### src/rc4iv_ram.sv
`default_nettype none
// ============================================================================
// rc4iv_ram
// Generic simple dual-port RAM: one write port, one registered read port.
// ============================================================================
module rc4iv_ram #(
    parameter int unsigned WIDTH = 8,
    parameter int unsigned DEPTH = 256
) (
    input  wire logic                                   i_clk,
    input  wire logic                                   i_we,
    input  wire logic [((DEPTH > 1) ? $clog2(DEPTH) : 1)-1:0] i_waddr,
    input  wire logic [WIDTH-1:0]                       i_wdata,
    input  wire logic [((DEPTH > 1) ? $clog2(DEPTH) : 1)-1:0] i_raddr,
    output logic      [WIDTH-1:0]                       o_rdata
);
    logic [WIDTH-1:0] r_mem [DEPTH];

    always_ff @(posedge i_clk) begin
        if (i_we) begin
            r_mem[i_waddr] <= i_wdata;
        end
        o_rdata <= r_mem[i_raddr];
    end
endmodule
`default_nettype wire

### config.mk
export PLATFORM = sky130hd
export DESIGN_NAME = rc4iv_ram
export DESIGN_NICKNAME = d
export VERILOG_FILES = /design/src/rc4iv_ram.sv
export SDC_FILE = /design/constraint.sdc
export NUM_CORES = 2
export LEC_CHECK = 0
export BUFFER_PORTS_ARGS = -buffer_cell sky130_fd_sc_hd__buf_4
export CAP_MARGIN = 15
export CORE_MARGIN = 8
export CORE_UTILIZATION = 59
export CTS_BUF_LIST = sky130_fd_sc_hd__clkbuf_8
export DETAILED_ROUTE_END_ITERATION = 10
export PLACE_DENSITY = 0.78
export SLEW_MARGIN = 20
export SYNTH_ARGS = -nofsm -noshare
export SYNTH_HDL_FRONTEND = slang
export SYNTH_SLANG_ARGS = --single-unit
### constraint.sdc
create_clock -name i_clk -period 2.15 [get_ports i_clk]
set_clock_uncertainty 0.1 [all_clocks]
set_input_delay 0.3225 -clock i_clk [delete_from_list [all_inputs] [get_ports i_clk]]
set_output_delay 0.3225 -clock i_clk [all_outputs]
set_load 0.02 [all_outputs]
Yosys cells after proc, flatten, opt, wreduce, memory -nomap -nowiden

Memory sizes are Yosys's and may differ from the RTL's. A register that Yosys moved wholly into a read port is not among the register bits.
Cells that the tools add are included.

Bits in registers: 0
Latch bits: 0
Bits in writable memories: 2,048
Bits in read-only memories: 0
Input port bits: 26
Output and inout port bits: 8
Memories kept: 1

$add $sub $neg: 0
Multiply operators: 0
Div/mod/pow operators: 0
$lt $le $gt $ge: 0
Equality and inequality tests: 0
Shift operators: 0
Multiplexer cells: 2
Bitwise gates (word level): 0
Reductions and logical operators: 0

Memories:

| name  | depth | width | read ports | clocked after Yosys merged registers in | write ports | line | source |
|---|---|---|---|---|---|---|---|
| r_mem | 256   | 8     | 1          | 1                                       | 1           | 17   | `logic [WIDTH-1:0] r_mem [DEPTH];` |

Operators with widths:

| cell             | number |
|---|---|
| 1-bit 2-to-1 mux | 2 |

Depth between registers and ports, before layout

Depth after elaboration: 2
Mapped depth: 11
Mapped depth without buffers: 6

Worst setup path after synthesis

Ideal clock, no wire load.

Path kind: input port to flip-flop
Start point: input port i_raddr[0] (netlist name)
End point: register o_rdata[2], read port of r_mem
Arrival: 2.129 ns
Required time: 1.919 ns
Path slack: -0.210 ns
Stages: 9
Cells stage by stage: buf_6 buf_12 buf_8 buf_2 mux4_2 a22oi_1 a21oi_1 nor4_1 nor4_2

RTL lines:

| element            | line | source |
|---|---|---|
| start: declaration | 14   | `input wire logic [((DEPTH > 1) ? $clog2(DEPTH) : 1)-1:0] i_raddr,` |
| end: declaration   | 15   | `output logic [WIDTH-1:0] o_rdata` |

==> impl_metrics.yaml <==
critical_path:
  cp_data_required_time_ns: 2.93
  critPathLaunchType: "flop"
  critPathSlowestCell: "mux4_2"
  crit_chain: "mux4_2 > mux4_2 > nor2b_4 > nor4_4 > buf_4 > nor4_2"
  end_kind: "flop"
  crit_top_cell: "mux4_2"
  crit_fanout: 1
  arrival_ns: 3.17
  cp_top_family: "multiplexers"
  reg2reg_slack_ns: -0.24
  cp_slowest_stage_delay_ns: 0.57
  cp_num_buf_inv: 1
  crit_type: "flop to flop"
detailed_routing:
  route.detailed.drc: 0
  avgViaCountPerCell: 6.55
  post_drt_wl_per_cell_um: 30.3
  vias: 43500
  drt-total-wl_mm: 201
  firstDrtPassIters: 6
  detail-route-antenna-nets: 0
  first_iter_violations: 5823
global_routing:
  busiest_layer: "met2"
  gr-usage-met1: 0.372
  grt_pass1_vias: 44200
  grt_use_met3: 0.0761
  grt_max_degree: 80
  antenna_found_initial: 3
  grt.total_usage: 0.272
  grt_pass1_wl_mm: 291
  gr-total-overflow: 0
  grt.met2_usage: 0.419
synthesis:
  ys_ff_latch: 2056
  async_flop_share: 0
  synthCells: 3733
  synth_area_per_cell_um2: 21.3
  synth-edff-count: 2048
  yosysUniqueCellTypes: 55
  syn_nets: 3759
  synth_seq_area_share: 0.775
  syn_area_um2: 79600
  synth_ff_type: "edfxtp_1"
  yosysWarnings: 0
place:
  post-place-cells: 6089
  dp_hpwl_mm: 132
  place_area_um2: 87800
  port_buffers: 33
  gp_congestion: 0.902
cells_and_area:
  layout-drive-gt1-share: 0.355
  final_nets: 4696
  fillers: 7403
  final_cells: 6642
  syn2layout_area_growth_pct: 18.0
  final_cell_area_um2: 93900
pwr:
  vdd_drop_max_mv: 0.787
  leakage_nw: 31.2
  finalPower_mw: 78.4
  p_per_area_nw_per_um2: 835
floorplan:
  start_util: 0.595
  die_w_um: 383
  die_h_um: 383
  dieArea_um2: 147000
  io_pins: 34
  rows: 134
  core_um2: 134000
clocking:
  numCtsBuffers: 329
  cts_sinks: 2056
  cts_tree: "built"
  root_buffer: "clkbuf_8"
  insertion_delay_ns: 1.05
  clk_pin_slew_ns: 0.06
  clockBufferDepth: 4
  htreeDepth: 5
sta:
  fmax_ghz: 0.419
  period_needed_ns: 2.39
  fin_crit_sh: 1.11
  hold_viol_final: 0
  timing.hold.ws_ns: 0.103
  relSlewSlack: 0.514
  setup_viol: 8
  rsz0062_at_grt: "yes"
  layout_setup_ws_ns: -0.239
  slew_viol_final: 0
  worst_pin_slew_ns: 0.729
status:
  status: "complete, but fails checks"
  violations: "negative setup slack"
flow_run:
  max_cap_violations: 0
min_path:
  hp-class: "input port to flop"
[synthesized netlist by cell type (13+ instances only)]
library cell,n,area (um2)
a21oi_1,96,480
buf_6,21,236
o221ai_1,46,403
nand3_1,34,170
clkbuf_1,111,417
edfxtp_1,2048,61500
mux4_2,454,10200
nor3_1,22,110
buf_2,31,155
a22oi_1,133,998
buf_8,13,195
buf_1,22,82.6
nor2b_1,31,194
nand2_1,33,124
buf_4,27,203
a221oi_1,13,114
nor2_1,282,1060
o22ai_1,28,175
nor4_1,24,150
a211oi_1,16,120
mux2i_1,134,1340
[report_power, final]
part	internal [mW]	leakage, nW	switching, mW	total, mW
Clock	14.9	3.24	14.3	29.2
Combinational	2.06	9.51	2.88	4.94
Sequential	44.2	18.5	0.0864	44.3
Total	61.1	31.2	17.3	78.4
[cells in the final DEF (no fill, tap or decap), types with 18 or more instances in the layout]
cell and count:
nand2_1 33, clkinv_1 55, nand3_1 34, dlygate4sd3_1 18, buf_4 714, nor2b_1 26
o221ai_1 44, inv_1 108, mux4_2 455, nor2_1 268, clkbuf_8 349, edfxtp_1 2048
a22oi_1 128, buf_12 92, mux2i_1 134, o22ai_1 28, a21oi_1 94, clkinv_2 23
[cells by family (layout without fill, tap and decap cells)]
| logic type | after synthesis | in the layout | share of synthesized area |
|---|---|---|---|
| compound gates | 385 | 385 | 0.0342 |
| mux | 591 | 591 | 0.146 |
| simple gates | 466 | 466 | 0.0263 |
| other cells | 0 | 2 | 0 |
| flops | 2056 | 2056 | 0.775 |
| buf+inv | 235 | 1374 | 0.0183 |
[path summary, 6_finish.rpt]
path,cells after the start,from,endpoint
max reg2reg,6,r_mem[67][4],o_rdata[4]
max,6,r_mem[67][4],o_rdata[4]
min,5,i_waddr[1],r_mem[27][6]
min reg2reg,5,r_mem[74][5],o_rdata[5]
[per-stage QoR]
step	setup TNS, ns	setup WS, ns	utilization
floorplan	-65.28	-0.0913	-
detailed placement	-8.86	-1.30	0.657
global route	-1.26	-0.230	0.702
global placement	-8.28	-1.32	0.657
finish	-1.03	-0.239	0.702
CTS	-1.47	-0.224	0.702
[worst min-delay path: stages]
cell     delay (ns)
buf_4          0.16
nand4_1        0.17
buf_4          0.19
nor2_1         0.06
buf_4          0.15
[sequential cells by signal, summed over array words and instances, names as in the netlist]
name	count
o_rdata	8
r_mem	2048
[repair_timing]
item,4_1_cts,5_1_grt
resized for setup,40,26
pin swaps,16,9
hold endpoints to repair,1208,0
endpoints found under the setup margin,15,49
buffers inserted,0,1
hold buffers,21,0
[cell type report]
| type | instances | area, um2 | share of cell area |
|---|---|---|---|
| multi-input cells | 1442 | 16800 | 0.179 |
| clock buffers | 341 | 4690 | 0.0500 |
| clock inverters | 192 | 848 | 0.00904 |
| inverters | 2 | 7.51 | 0.0000800 |
| well taps | 1768 | 2210 | 0.0236 |
| diodes | 2 | 5.00 | 0.0000533 |
| repair buffers | 839 | 7580 | 0.0808 |
| flip-flops and latches | 2056 | 61700 | 0.657 |
[metal layers]
layer / vias up / wire length (um)
li1: 17600 / -
met1: 22300 / 73500
met2: 3206 / 94500
met3: 472 / 24800
met4: 2 / 8200
met5: - / 13
(Power assumes the default switching activity.)
